$ cat src/fu_pkg.sv
// Shared types, constants and the bicubic coefficient function of the field upscaler.
// Depends on nothing; every other file refers to it by scoped names.
package fu_pkg;

	localparam int SAMPLE_W    = 24;
	localparam int MAX_SRC_DIM = 128;
	localparam int STORE_DEPTH = MAX_SRC_DIM * MAX_SRC_DIM;
	localparam int ADDR_W      = $clog2(STORE_DEPTH);
	localparam int DIV_W       = 28;
	localparam int DSR_W       = 12;
	localparam int FRAC_W      = 16;
	localparam int ACC_W       = 48;
	localparam int PROD_W      = 64;
	localparam int COEF_W      = 34;

	localparam logic [1:0] ST_OK    = 2'd0;
	localparam logic [1:0] ST_SMALL = 2'd1;
	localparam logic [1:0] ST_ZERO  = 2'd2;

	localparam logic OP_WRITE = 1'b0;
	localparam logic OP_QUERY = 1'b1;

	typedef logic signed [SAMPLE_W-1:0] sample_t;
	typedef sample_t win_t [3][3];
	typedef logic signed [COEF_W-1:0] coef_t;

	function automatic coef_t ext(input sample_t v);
		return {{(COEF_W-SAMPLE_W){v[SAMPLE_W-1]}}, v};
	endfunction

	// Coefficient a[i][j] of the bicubic patch, built from forward differences.
	function automatic coef_t coef(input win_t s, input logic [1:0] i, input logic [1:0] j);
		coef_t f00, f10, f01, f11;
		coef_t dx00, dx10, dx01, dx11, dy00, dy10, dy01, dy11;
		coef_t dxy00, dxy10, dxy01, dxy11;
		coef_t r;
		f00 = ext(s[0][0]);
		f10 = ext(s[0][1]);
		f01 = ext(s[1][0]);
		f11 = ext(s[1][1]);
		dx00 = ext(s[0][1]) - ext(s[0][0]);
		dx10 = ext(s[0][2]) - ext(s[0][1]);
		dx01 = ext(s[1][1]) - ext(s[1][0]);
		dx11 = ext(s[1][2]) - ext(s[1][1]);
		dy00 = ext(s[1][0]) - ext(s[0][0]);
		dy10 = ext(s[1][1]) - ext(s[0][1]);
		dy01 = ext(s[2][0]) - ext(s[1][0]);
		dy11 = ext(s[2][1]) - ext(s[1][1]);
		dxy00 = dy10 - dy00;
		dxy10 = (ext(s[1][2]) - ext(s[0][2])) - dy10;
		dxy01 = dy11 - dy01;
		dxy11 = (ext(s[2][2]) - ext(s[1][2])) - dy11;
		case ({i, j})
			4'h0: r = f00;
			4'h1: r = dy00;
			4'h2: r = -3*f00 + 3*f01 - 2*dy00 - dy01;
			4'h3: r = 2*f00 - 2*f01 + dy00 + dy01;
			4'h4: r = dx00;
			4'h5: r = dxy00;
			4'h6: r = -3*dx00 + 3*dx01 - 2*dxy00 - dxy01;
			4'h7: r = 2*dx00 - 2*dx01 + dxy00 + dxy01;
			4'h8: r = -3*f00 + 3*f10 - 2*dx00 - dx10;
			4'h9: r = -2*dxy00 - dxy10 - 3*dy00 + 3*dy10;
			4'hA: r = 9*f00 - 9*f01 - 9*f10 + 9*f11 + 6*dx00 - 6*dx01 + 3*dx10 - 3*dx11
				+ 4*dxy00 + 2*dxy01 + 2*dxy10 + dxy11 + 6*dy00 + 3*dy01 - 6*dy10 - 3*dy11;
			4'hB: r = -6*f00 + 6*f01 + 6*f10 - 6*f11 - 4*dx00 + 4*dx01 - 2*dx10 + 2*dx11
				- 2*dxy00 - 2*dxy01 - dxy10 - dxy11 - 3*dy00 - 3*dy01 + 3*dy10 + 3*dy11;
			4'hC: r = 2*f00 - 2*f10 + dx00 + dx10;
			4'hD: r = dxy00 + dxy10 + 2*dy00 - 2*dy10;
			4'hE: r = -6*f00 + 6*f01 + 6*f10 - 6*f11 - 3*dx00 + 3*dx01 - 3*dx10 + 3*dx11
				- 2*dxy00 - dxy01 - 2*dxy10 - dxy11 - 4*dy00 - 2*dy01 + 4*dy10 + 2*dy11;
			default: r = 4*f00 - 4*f01 - 4*f10 + 4*f11 + 2*dx00 - 2*dx01 + 2*dx10 - 2*dx11
				+ dxy00 + dxy01 + dxy10 + dxy11 + 2*dy00 + 2*dy01 - 2*dy10 - 2*dy11;
		endcase
		return r;
	endfunction

endpackage

$ cat src/fu_mul.sv
// Two-stage signed-by-fraction multiplier: the wide operand is split in two halves.
// Depends on fu_pkg for operand and product widths.
module fu_mul (
	input  logic                             clk,
	input  logic signed [fu_pkg::ACC_W-1:0]  a,
	input  logic [fu_pkg::FRAC_W-1:0]        b,
	output logic signed [fu_pkg::PROD_W-1:0] prod
);

	localparam int HALF = fu_pkg::ACC_W / 2;

	logic signed [HALF+fu_pkg::FRAC_W:0] hi_s1;
	logic [HALF+fu_pkg::FRAC_W-1:0]      lo_s1;
	logic signed [fu_pkg::PROD_W-1:0]    hi_ext;

	assign hi_ext = {{(fu_pkg::PROD_W-HALF-fu_pkg::FRAC_W-1){hi_s1[HALF+fu_pkg::FRAC_W]}}, hi_s1};

	always_ff @(posedge clk) begin
		hi_s1 <= $signed(a[fu_pkg::ACC_W-1:HALF]) * $signed({1'b0, b});
		lo_s1 <= a[HALF-1:0] * b;
		prod  <= (hi_ext <<< HALF)
			+ $signed({{(fu_pkg::PROD_W-HALF-fu_pkg::FRAC_W){1'b0}}, lo_s1});
	end

endmodule

$ cat config.mk
export PLATFORM = sky130hd
export DESIGN_NAME = fu_mul
export DESIGN_NICKNAME = d
export VERILOG_FILES = /design/src/fu_pkg.sv /design/src/fu_mul.sv
export SDC_FILE = /design/constraint.sdc
export NUM_CORES = 2
export LEC_CHECK = 0
export BUFFER_PORTS_ARGS = -buffer_cell sky130_fd_sc_hd__clkbuf_2
export CORE_ASPECT_RATIO = 1.75
export CORE_MARGIN = 2
export CORE_UTILIZATION = 65
export DETAILED_ROUTE_END_ITERATION = 10
export PLACE_DENSITY = 0.89
export SLEW_MARGIN = 20
export SYNTH_ARGS = -nofsm -noshare
export SYNTH_HDL_FRONTEND = slang
export SYNTH_SLANG_ARGS = --single-unit
$ cat constraint.sdc
create_clock -name clk -period 8.5 [get_ports clk]
set_clock_uncertainty 0.1 [all_clocks]
set_input_delay 0.425 -clock clk [delete_from_list [all_inputs] [get_ports clk]]
set_output_delay 0.425 -clock clk [all_outputs]
set_load 0.01 [all_outputs]
After elaboration in Yosys (flattened, before gate mapping)
Cells that the tools add are included.
- register bits after elaboration: 144
- output and inout port bits: 64
- word-level logic and storage cells: 6
- add/subtract/negate cells: 1
- $mul: 2
- operators by type and width (operator ; count):
    $add A64 B41 Y64 ; 1
    $mul A24 B16 Y40 ; 1
    $mul A24 B17 Y40 ; 1

Logic depth before layout (Yosys ltp)
- depth after elaboration: 1
- mapped depth: 26

Least setup slack after synthesis
Ideal clock, no wire load.
- path kind: input -> register
- from: in b[1] in the netlist's numbering
- to: reg lo_s1[35] in the netlist's numbering
- setup time: 0.120 ns
- arrival time: 6.268 ns
- required time: 8.280 ns
- setup slack: 2.012 ns
- stages: 25
- buffers on the path: 2
- cell sequence: clkbuf_1 > clkbuf_1 > nand2_1 > fa_1 > inv_1 > fa_1 > inv_1 > fa_1 > inv_1 > fa_1 > fa_1 > inv_1 > fa_1 > inv_1 > ha_1 > a21oi_1 > o211ai_2 > a211oi_2 > a2111oi_2 > o21a_2 > o31a_1 > o21a_1 > o21a_1 > o21ai_1 > a21oi_1
- longest elaborated chain between the ends: 1
- RTL lines (item ; RTL line ; source):
    start: declaration ; fu_mul.sv:6 ; input logic [fu_pkg::FRAC_W-1:0] b,
    $mul A24 B16 Y40 ; fu_mul.sv:20 ; lo_s1 <= a[HALF-1:0] * b;
    end signal: assignment ; fu_mul.sv:20 ;
    end: declaration ; fu_mul.sv:13 ; logic [HALF+fu_pkg::FRAC_W-1:0] lo_s1;
No other way between the ends.

Worst setup path after layout
- from: in b[10] in the netlist's numbering
- to: reg hi_s1[38] in the netlist's numbering
- longest elaborated chain between the ends: 1
- RTL lines (item ; RTL line ; source):
    $mul A24 B17 Y40 ; fu_mul.sv:19 ; hi_s1 <= $signed(a[fu_pkg::ACC_W-1:HALF]) * $signed({1'b0, b});
    end signal: assignment ; fu_mul.sv:19 ;
    end: declaration ; fu_mul.sv:12 ; logic signed [HALF+fu_pkg::FRAC_W:0] hi_s1;
No other way between the ends.

==> summary.md <==
| Metric | Value |
|---|---|
| Worst Tran Pin Value | 0.985 ns |
| Simple-gate share of the synthesized area | 15.4% |
| Post-CTS Setup Bufs | 0 |
| CTS buffer count | 17 |
| Main flop type after synthesis | dfxtp_1 |
| Synth warn | 0 |
| Post-detail-place hpwl | 62600 µm |
| Largest net degree at the start of global routing | 37 |
| Synth area leader | fa_1 |
| CTS tree | built |
| Share of cells above drive strength 1 | 6.29% |
| Synth top area share | 45.2% |
| Routed Antenna Nets | 0 |
| Area contributors post-synth | fa_1 (45%), inv_1 (10%), dfxtp_1 (9.6%) |
| Post-synthesis instance area | 30100 µm² |
| Total GRT Usage | 35.3% |
| XOR/XNOR Fraction of Synth Area | 3.32% |
| Ports | 129 |
| Max Slew Vio Count | 0 |
| Clk buf depth | 2 |
| CTS clk-pin slew, worst paths | 0.07 ns |
| Post-CTS Hold Buffers | 0 |
| DRC viols | 0 |
| Post-CTS Resized | 0 |
| Critical Path Max Stage Delay | 0.71 ns |
| Crit-path slowest cell | clkbuf_2 |
| Multiplexer share of the synthesized area | 0% |
| Iteration-0 DRC Markers | 1390 |
| Vias | 23000 |
| Placement Rows | 104 |
| Fmax | 141 MHz |
| Crit. End Element | flip-flop |
| Final setup TNS | 0 ns |
| Die ar. | 48100 µm² |
| Complex-gate fraction of the synthesized area | 5.02% |
| Combinational family with the most area after synthesis | adder cells |
| WP buf/inv | 7 |
| Post-synthesis cell type count | 69 |
| Sequential share of the synthesized area | 9.59% |
| Crit share post-route | 83.2% |
| CP startpoint kind | primary input |
| PortBufs | 128 |
| Seq cells post-synth | 144 |
| Most frequent CP cell | fa_1 |
| Initial Util | 65.6% |
| Slew headroom | 34.3% |
| Initial antenna violation count | 0 |
| Max Cap Viol | 0 |
| Cell family contributing the most delay on the critical path | adder cells |
| CP Class | primary input to flip-flop |
| Syn nets | 4292 |
| Gr ovfl total | 0 |
| Tmin final | 7.07 ns |
| Pre-antenna DRT Iters | 7 |
| Final setup viols | 0 |
| Final net count | 4330 |
| Clock Latency Late Sink | 0.47 ns |
| Number of synthesized flops with an enable pin | 0 |
| Vias in the first global route | 26700 |
| Outcome | finished clean |
| Die span in x | 167 µm |
| RSZ-0062 raised after global routing | no |
| HP Class | flip-flop to flip-flop |
| Synthesized-area fraction occupied by adder cells | 54.6% |
| Mapped Avg Cell Area | 9.05 µm² |
| Critical path data arrival time | 7.33 ns |
| CTS H-tree lvls | 4 |
| First-pass GRT wire length | 131000 µm |
| Crit Path Max Fanout | 26 |
| Routed WL | 79500 µm |
| Final hold violations | 0 |
| CTS sink cnt | 144 |
| Final GP Congestion | 0.959 |
| Die height | 288 µm |
| Area growth from synthesis to layout | 5.50% |
| Post-Syn Instances | 3322 |
| Number of diodes | 0 |
| Ys async rst share | 0% |
| Core ar. | 45800 µm² |
| Fillers | 3313 |
| Routed wire per std cell | 20.1 µm |
| CTS Root Cell | clkbuf_16 |
| Required @ worst endpoint | 8.76 ns |
| Drt via density | 5.80 |
[synth_stat cells, drive strengths merged, types with 2 or more instances]
library cell  instances
nand2               518
nor2b                 7
o211ai                8
and2                304
xor2                 35
nor3                 17
or3                   3
o2111ai               2
o21a                 10
o22ai                 2
o21ba                 2
a21boi                6
nor2                 61
buf                   3
ha                  226
xnor2                79
o21ai                41
a32oi                 2
nand4                11
a31oi                 7
inv                 832
a211oi                7
nand2b                9
clkbuf              131
a21o                 41
o41ai                 3
or2                   5
fa                  679
nand3                23
and4                  2
a21oi                65
dfxtp               144
and3                  8
a2111oi               2
a211o                 2
o21bai                9
[metal layers]
metal | routed length (µm) | vias up | global-route usage [%] | part of all wire (%)
met5 | 0 | - | 0 | 0
met4 | 8840 | 0 | 31.5 | 11
met3 | 5870 | 646 | 6.67 | 7.4
met2 | 41300 | 1333 | 63.8 | 52
met1 | 23400 | 11300 | 34.2 | 29
li1 | - | 9723 | - | -
[registers in the layout, indices dropped and copies added (netlist names)]
name   count
prod      64
hi_s1     40
lo_s1     40
[per-stage QoR]
| stage | hold WS, ns | util, % | instances | setup slack [ns] | instance area [µm²] |
|---|---|---|---|---|---|
| floorplan | 0.210 | - | 3322 | 2.01 | 30100 |
| global placement | 0.210 | 68.0 | 3924 | 1.19 | 31100 |
| detailed placement | 0.212 | 68.0 | 3924 | 1.12 | 31100 |
| CTS | 0.228 | 69.2 | 3956 | 1.50 | 31700 |
| global route | 0.230 | 69.2 | 3956 | 1.23 | 31700 |
| finish | 0.222 | 69.2 | 3956 | 1.43 | 31700 |
[layout by cell type, fill, tap and decap left out, types with 6 or more instances in the layout]
master,count
xor2_1,35
o21bai_1,9
xnor2_1,79
a31oi_1,7
nand3_1,23
inv_1,831
nand2b_1,9
dfxtp_1,144
a21oi_1,62
nand2_1,518
a211oi_1,6
clkbuf_16,17
nor2b_1,7
nor3_1,16
a21o_1,40
o21a_1,9
nor2_1,60
and2_1,304
buf_4,23
clkbuf_2,128
o211ai_1,7
fa_1,679
nand4_1,11
ha_1,226
o21ai_0,26
and3_1,8
o21ai_1,15
[final cells by class]
class                      instances  area, µm²  share of cell area (%)
multi-input combinational       2212      23500                    74.2
inverter                         832       3120                    9.85
sequential                       144       2880                    9.09
timing repair buffer             153        853                    2.69
tap                              583        729                    2.30
clock buffer                      18        439                    1.38
clock inverter                    14        143                   0.450
[cells by family after synthesis]
kind of cell | after synthesis
simple gates | 974
buf+inv | 966
fa+ha+maj | 905
compound gates | 219
flops | 144
xor+xnor | 114
[final timing paths]
check / end / depth (start not counted) / from / slack [ns]
max: hi_s1[38] / 25 / b[10] / 1.43
min: prod[11] / 0 / lo_s1[11] / 0.22
max reg2reg: prod[58] / 13 / lo_s1[24] / 5.25
min reg2reg: prod[11] / 0 / lo_s1[11] / 0.22
Power is not shown: default switching activity piles up to over one toggle a cycle in this logic, so the estimate is an artifact.
