File: src/fu_pkg.sv
// Shared types, constants and the bicubic coefficient function of the field upscaler.
// Depends on nothing; every other file refers to it by scoped names.
package fu_pkg;

	localparam int SAMPLE_W    = 24;
	localparam int MAX_SRC_DIM = 128;
	localparam int STORE_DEPTH = MAX_SRC_DIM * MAX_SRC_DIM;
	localparam int ADDR_W      = $clog2(STORE_DEPTH);
	localparam int DIV_W       = 28;
	localparam int DSR_W       = 12;
	localparam int FRAC_W      = 16;
	localparam int ACC_W       = 48;
	localparam int PROD_W      = 64;
	localparam int COEF_W      = 34;

	localparam logic [1:0] ST_OK    = 2'd0;
	localparam logic [1:0] ST_SMALL = 2'd1;
	localparam logic [1:0] ST_ZERO  = 2'd2;

	localparam logic OP_WRITE = 1'b0;
	localparam logic OP_QUERY = 1'b1;

	typedef logic signed [SAMPLE_W-1:0] sample_t;
	typedef sample_t win_t [3][3];
	typedef logic signed [COEF_W-1:0] coef_t;

	function automatic coef_t ext(input sample_t v);
		return {{(COEF_W-SAMPLE_W){v[SAMPLE_W-1]}}, v};
	endfunction

	// Coefficient a[i][j] of the bicubic patch, built from forward differences.
	function automatic coef_t coef(input win_t s, input logic [1:0] i, input logic [1:0] j);
		coef_t f00, f10, f01, f11;
		coef_t dx00, dx10, dx01, dx11, dy00, dy10, dy01, dy11;
		coef_t dxy00, dxy10, dxy01, dxy11;
		coef_t r;
		f00 = ext(s[0][0]);
		f10 = ext(s[0][1]);
		f01 = ext(s[1][0]);
		f11 = ext(s[1][1]);
		dx00 = ext(s[0][1]) - ext(s[0][0]);
		dx10 = ext(s[0][2]) - ext(s[0][1]);
		dx01 = ext(s[1][1]) - ext(s[1][0]);
		dx11 = ext(s[1][2]) - ext(s[1][1]);
		dy00 = ext(s[1][0]) - ext(s[0][0]);
		dy10 = ext(s[1][1]) - ext(s[0][1]);
		dy01 = ext(s[2][0]) - ext(s[1][0]);
		dy11 = ext(s[2][1]) - ext(s[1][1]);
		dxy00 = dy10 - dy00;
		dxy10 = (ext(s[1][2]) - ext(s[0][2])) - dy10;
		dxy01 = dy11 - dy01;
		dxy11 = (ext(s[2][2]) - ext(s[1][2])) - dy11;
		case ({i, j})
			4'h0: r = f00;
			4'h1: r = dy00;
			4'h2: r = -3*f00 + 3*f01 - 2*dy00 - dy01;
			4'h3: r = 2*f00 - 2*f01 + dy00 + dy01;
			4'h4: r = dx00;
			4'h5: r = dxy00;
			4'h6: r = -3*dx00 + 3*dx01 - 2*dxy00 - dxy01;
			4'h7: r = 2*dx00 - 2*dx01 + dxy00 + dxy01;
			4'h8: r = -3*f00 + 3*f10 - 2*dx00 - dx10;
			4'h9: r = -2*dxy00 - dxy10 - 3*dy00 + 3*dy10;
			4'hA: r = 9*f00 - 9*f01 - 9*f10 + 9*f11 + 6*dx00 - 6*dx01 + 3*dx10 - 3*dx11
				+ 4*dxy00 + 2*dxy01 + 2*dxy10 + dxy11 + 6*dy00 + 3*dy01 - 6*dy10 - 3*dy11;
			4'hB: r = -6*f00 + 6*f01 + 6*f10 - 6*f11 - 4*dx00 + 4*dx01 - 2*dx10 + 2*dx11
				- 2*dxy00 - 2*dxy01 - dxy10 - dxy11 - 3*dy00 - 3*dy01 + 3*dy10 + 3*dy11;
			4'hC: r = 2*f00 - 2*f10 + dx00 + dx10;
			4'hD: r = dxy00 + dxy10 + 2*dy00 - 2*dy10;
			4'hE: r = -6*f00 + 6*f01 + 6*f10 - 6*f11 - 3*dx00 + 3*dx01 - 3*dx10 + 3*dx11
				- 2*dxy00 - dxy01 - 2*dxy10 - dxy11 - 4*dy00 - 2*dy01 + 4*dy10 + 2*dy11;
			default: r = 4*f00 - 4*f01 - 4*f10 + 4*f11 + 2*dx00 - 2*dx01 + 2*dx10 - 2*dx11
				+ dxy00 + dxy01 + dxy10 + dxy11 + 2*dy00 + 2*dy01 - 2*dy10 - 2*dy11;
		endcase
		return r;
	endfunction

endpackage

File: src/fu_div.sv
// Restoring unsigned divider, one quotient bit per cycle.
// Depends on fu_pkg for operand widths.
module fu_div (
	input  logic                     clk,
	input  logic                     arst_n,
	input  logic                     start,
	input  logic [fu_pkg::DIV_W-1:0] dividend,
	input  logic [fu_pkg::DSR_W-1:0] divisor,
	output logic                     done,
	output logic [fu_pkg::DIV_W-1:0] quotient
);

	localparam int CNT_W = $clog2(fu_pkg::DIV_W);

	logic [fu_pkg::DIV_W-1:0] quo_q;
	logic [fu_pkg::DSR_W-1:0] rem_q;
	logic [fu_pkg::DSR_W-1:0] dsr_q;
	logic [CNT_W-1:0]         cnt_q;
	logic                     busy_q;
	logic                     done_q;
	logic [fu_pkg::DSR_W:0]   trial;
	logic                     fits;
	logic                     last_step;

	assign trial     = {rem_q, quo_q[fu_pkg::DIV_W-1]};
	assign fits      = trial >= {1'b0, dsr_q};
	assign last_step = busy_q && (cnt_q == CNT_W'(fu_pkg::DIV_W - 1));
	assign done      = done_q;
	assign quotient  = quo_q;

	always_ff @(posedge clk or negedge arst_n) begin
		if (!arst_n) begin
			busy_q <= 1'b0;
			done_q <= 1'b0;
			cnt_q  <= '0;
		end else begin
			done_q <= !start && last_step;
			if (start) begin
				busy_q <= 1'b1;
				cnt_q  <= '0;
			end else if (busy_q) begin
				cnt_q <= cnt_q + 1'b1;
				if (last_step) begin
					busy_q <= 1'b0;
				end
			end
		end
	end

	always_ff @(posedge clk) begin
		if (start) begin
			quo_q <= dividend;
			rem_q <= '0;
			dsr_q <= divisor;
		end else if (busy_q) begin
			rem_q <= fits ? fu_pkg::DSR_W'(trial - {1'b0, dsr_q}) : trial[fu_pkg::DSR_W-1:0];
			quo_q <= {quo_q[fu_pkg::DIV_W-2:0], fits};
		end
	end

endmodule

File: config.mk
export PLATFORM = sky130hd
export DESIGN_NAME = fu_div
export DESIGN_NICKNAME = d
export VERILOG_FILES = /design/src/fu_pkg.sv /design/src/fu_div.sv
export SDC_FILE = /design/constraint.sdc
export NUM_CORES = 1
export LEC_CHECK = 0
export ABC_AREA = 1
export BUFFER_PORTS_ARGS = -buffer_cell sky130_fd_sc_hd__buf_2
export CORE_MARGIN = 2
export CORE_UTILIZATION = 35
export DETAILED_ROUTE_END_ITERATION = 10
export SLEW_MARGIN = 20
export SYNTH_ARGS = -nofsm -noshare
export SYNTH_HDL_FRONTEND = slang
export SYNTH_SLANG_ARGS = --single-unit
File: constraint.sdc
create_clock -name clk -period 4.4 [get_ports clk]
set_input_delay 0.88 -clock clk [delete_from_list [all_inputs] [get_ports clk]]
set_output_delay 0.88 -clock clk [all_outputs]
set_load 0.02 [all_outputs]
Yosys cells after proc, flatten, opt, wreduce, memory -nomap -nowiden
Index checks and enable logic that the tools add are counted.
W data, S select, Z words.
{"block": "op_classes", "n_addsub": 2, "bitwise": 0, "n_mul": 0, "mux": 8, "n_lt_le_gt_ge": 1, "eq_ne": 1, "div": 0, "n_reduce_logical": 4, "shift": 0}
{"operator": "$mux W28", "n": 2}
{"operator": "$ge A13 B12 Y1", "n": 1}
{"operator": "$mux W12", "n": 1}
{"operator": "$sub A12 B12 Y12", "n": 1}
{"operator": "$mux W5", "n": 2}
{"operator": "$add A5 B1 Y5 const B", "n": 1}
{"operator": "$eq A5 B5 Y1 const B", "n": 1}
{"operator": "$mux W1", "n": 3}
{"operator": "$logic_and A1 B1 Y1", "n": 2}
{"operator": "$reduce_bool A2 Y1", "n": 1}
{"operator": "$logic_not A1 Y1", "n": 1}
{"block": "totals", "mem_bits_rw": 0, "in_bits": 43, "rom_bits": 0, "mem_count": 0, "word_cells": 22, "output_inout_bits": 29, "latch_bits": 0, "register_bits": 59}

Logic depth before layout (Yosys ltp)
{"block": "depth", "ltp_word": 5, "depth_mapped": 12, "depth_no_buf": 12}

Least setup slack after synthesis
OpenSTA, ideal clock, no wires.
{"block": "synth_path", "kind": "input port to flip-flop", "from": "in start", "to": "reg quo_q (netlist bit quotient[0]), enable pin", "setup_time_ns": 0.383, "stages": 3, "setup_slack_ns": 2.270, "n_path_buf": 1, "arrival_time_ns": 1.747, "path_cell_list": "clkbuf_1 -> nor2_1 -> inv_1"}
{"block": "synth_between", "elab_chain_cells": 1}
{"element": "start, declared", "line": "fu_div.sv:6", "rtl": "input logic start,"}
{"element": "$reduce_bool A2 Y1 (no source line)"}
{"element": "end signal, assigned", "line": "fu_div.sv:52", "rtl": "quo_q <= dividend;"}
{"element": "end signal, assigned", "line": "fu_div.sv:57", "rtl": "quo_q <= {quo_q[fu_pkg::DIV_W-2:0], fits};"}
{"element": "end, declared", "line": "fu_div.sv:15", "rtl": "logic [fu_pkg::DIV_W-1:0] quo_q;"}
No other way between the ends.
A chain may end at the register's enable or synchronous reset.

Final worst setup path
{"block": "layout_path", "from": "reg dsr_q[2] (netlist name)", "to": "reg rem_q[9] (netlist name)"}
{"block": "layout_between", "elab_chain_cells": 2, "elab_cells_between_ends": 3, "cone_classes": "1 x add/sub; 1 x order compare; 1 x mux"}
{"element": "start, declared", "line": "fu_div.sv:17", "rtl": "logic [fu_pkg::DSR_W-1:0] dsr_q;"}
{"element": "start signal, assigned", "line": "fu_div.sv:54", "rtl": "dsr_q <= divisor;"}
{"element": "$sub A12 B12 Y12 or $ge A13 B12 Y1 (tied branches)", "line": "fu_div.sv:56, fu_div.sv:26"}
{"element": "$mux W12 (*)", "line": "fu_div.sv:56", "rtl": "rem_q <= fits ? fu_pkg::DSR_W'(trial - {1'b0, dsr_q}) : trial[fu_pkg::DSR_W-1:0];"}
{"element": "end signal, assigned", "line": "fu_div.sv:56"}
{"element": "end, declared", "line": "fu_div.sv:16", "rtl": "logic [fu_pkg::DSR_W-1:0] rem_q;"}
Every way passes the cells marked *; elsewhere a longest branch is shown, timed or not.

==> out/metrics.cfg <==
[job]
drv_cap=0

[timing]
drv_slew=0
finalSetupViolCount=0
max_freq_mhz=445
max-slew-margin-rel=0.377
hold_viol_final=0
period_minus_slack_ns=2.25
rsz0062_at_grt=false
tns_ns=0
finClkSkew_ns=0.0172
fin_ws_ns=2.15
fin_crit_sh=0.511
max_slew.worst_pin.slew_ns=0.931

[yosys]
syn-num-nets=459
synth_cells=402
synth_area_mm2=0.00326
ys_seq_area_frac=0.497
synth_top_cell_by_area=edfxtp_1
synthDistinctLibCells=31
yosys_warnings=0
synth_area_leaders=edfxtp_1 (37%), nand2_1 (20%), dfxtp_1 (7.4%)
ys_seq_elements=59
syn_area_per_cell_um2=8.10
synth_top_area_share=0.369

[critical_path]
path_buf_inv=1
rr_endpoint=rem_q[9]$_SDFFE_PP0P_
crit_type=reg2reg
cpPeakStageDelay_ns=0.45
worstPathCellList=inv_1 > ha_1 > nand2_1 > nor2_1 > nand3_1 > nand3_4 > nand3_2 > nand3_1 > nand2_1
rr_worst_depth=9
end_kind=register
startpoint_type=register
ff2ff_setup_slack_ns=2.15
arrival_ns=2.49
r2r_start=dsr_q[2]$_DFFE_PP_
worstPathRequired_ns=4.64
crit_family=simple AND/OR/NAND/NOR gates
critPathMaxFanout=14
crit_slowest_cell=nand3_1

[cts]
holdBufCountCts=0
postCtsSetupBuffers=0
clk_path_buf_depth=2
cts_root_buffer=clkbuf_8
cts_inserted_buffers=9
htree_num_levels=3
clk_pin_slew_ns=0.08
cts_resized=0
cts_sinks=59
clkLatencyLatePin_ns=0.35
cts_tree=yes

[power_and_ir_drop]
p_clk_frac=0.265
ir_worst_vdd_mv=0.199
p_leak_nw=2.02
switchingPower_w=0.000713
internal_power_w=0.00120
netSwitchingFraction=0.372
cellPowerDensity_mw_per_mm2=492
p_comb_frac=0.353
p_seq_frac=0.382

[drt]
drt_iter0_markers=97
routed_wirelength_mm=7.51
via_per_inst=4.70
drc_errors=0
wl_per_cell_um=12.7
ant_nets=0
firstDrtPassIters=4
routed-via-count=2770

[finish]
fin_nets=530
layout_common_cells=nand2_1 (171), buf_2 (71), inv_1 (54)
final_common_cell=nand2_1
drive_above_1_share=0.224
syn_to_final_growth_pct=19.8
diodes=0
final_area_mm2=0.00390

[floorplan]
start_util=0.356
die_w_um=100
die_h_um=100
row_count=35
die_area_mm2=0.0101
pin_count=72
coreArea_mm2=0.00915

[place]
hpwl_mm=5.31
port_buffers=71
gp_congestion=0.893
placed_cell_area_mm2=0.00370
pre_cts_ws_ns=1.90

[grt]
grtUsageTotal=0.163
grt_max_degree=46
grt_pass1_wl_mm=12.7
antenna_found_initial=0
grt_overflow=0
grt_pass1_vias=2747

[outcome]
status=complete, no violations

[min_path]
worst_hold_path_type=in2async

## logic make-up after synthesis
family | Yosys count | share of synthesized area
buffers and inverters | 71 | 0.0876
adders and majority gates | 14 | 0.0561
xor gates and xnor gates | 5 | 0.0135
AOI/OAI and AO/OA | 11 | 0.0208
and+or+nand+nor | 242 | 0.326
DFF | 59 | 0.497
## per-stage QoR
step	hold slack (ns)	util	cells	total power, W
after floorplan	0.433	-	402	0.00128
after global placement	0.458	0.404	573	0.00141
after detailed placement	0.465	0.404	573	0.00142
after CTS	0.338	0.426	589	0.00193
after global routing	0.344	0.426	589	0.00207
final	0.349	0.426	589	0.00192
## synthesized netlist by cell type
cell type  number
a31oi_1         1
nand4_1        16
inv_2           3
or2_2           1
xnor2_1         4
nand2_1       171
nand2_2         2
o21ai_0         4
buf_2           3
nand3_1        24
inv_1          55
nand3_2         4
buf_4           1
nor2_1         13
nor2_2          2
nand3b_1        1
nor3_1          3
a21oi_4         1
nor2_4          1
a21oi_1         5
dfrtp_1         7
ha_1           13
nor3_2          2
xor2_1          1
edfxtp_1       40
nor4_1          1
nand3_4         1
buf_8           1
dfxtp_1        12
fa_1            1
clkbuf_1        8
## how the worst max path moves through the flow
stage / start / depth (start not counted) / to
4_1_cts: dsr_q[2]$_DFFE_PP_ / 9 / rem_q[9]$_SDFFE_PP0P_
5_1_grt: dsr_q[2]$_DFFE_PP_ / 9 / rem_q[11]$_SDFFE_PP0P_
3_3_place_gp: start / 5 / quotient[0]$_DFFE_PP_
3_5_place_dp: start / 5 / quotient[9]$_DFFE_PP_
6_report: dsr_q[2]$_DFFE_PP_ / 9 / rem_q[9]$_SDFFE_PP0P_
2_1_floorplan: start / 3 / quotient[0]$_DFFE_PP_
## metal layers
metal / vias up / GRT usage / routed length, um
met1: 1249 / 0.205 / 3460
met2: 82 / 0.261 / 3440
met4: 0 / 0.0790 / 199
li1: 1422 / - / -
met5: - / 0 / 0
met3: 17 / 0.0404 / 402
## layout make-up
cell class / count / area [um2]
timing repair buffer: 73 / 370
tap: 111 / 139
inverter: 58 / 218
multi-input combinational: 272 / 1350
fill: 924 / 5250
clock buffer: 10 / 138
sequential: 59 / 1620
clock inverter: 6 / 63.8
## worst reg2reg max path, stage by stage, from the launching register on
cell and delay (ns):
edfxtp_1 0.33, inv_1 0.05, ha_1 0.38, nand2_1 0.12, nor2_1 0.14, nand3_1 0.45, nand3_4 0.42, nand3_2 0.12
nand3_1 0.09, nand2_1 0.05
## flip-flops by register name (all words and copies together), names as in the netlist
signal and cells:
busy_q 1, cnt_q 5, done 1, dsr_q 12, quotient 28, rem_q 12
## power by group through the flow
| stage | Combinational [W] | Sequential [W] | Clock (W) |
|---|---|---|---|
| floorplan | 0.000510 | 0.000766 | 0 |
| global placement | 0.000665 | 0.000744 | 0 |
| detailed placement | 0.000676 | 0.000741 | 0 |
| CTS | 0.000679 | 0.000732 | 0.000521 |
| global route | 0.000780 | 0.000744 | 0.000544 |
| finish | 0.000676 | 0.000732 | 0.000508 |
Note: power is estimated with default switching activity, not from simulation.
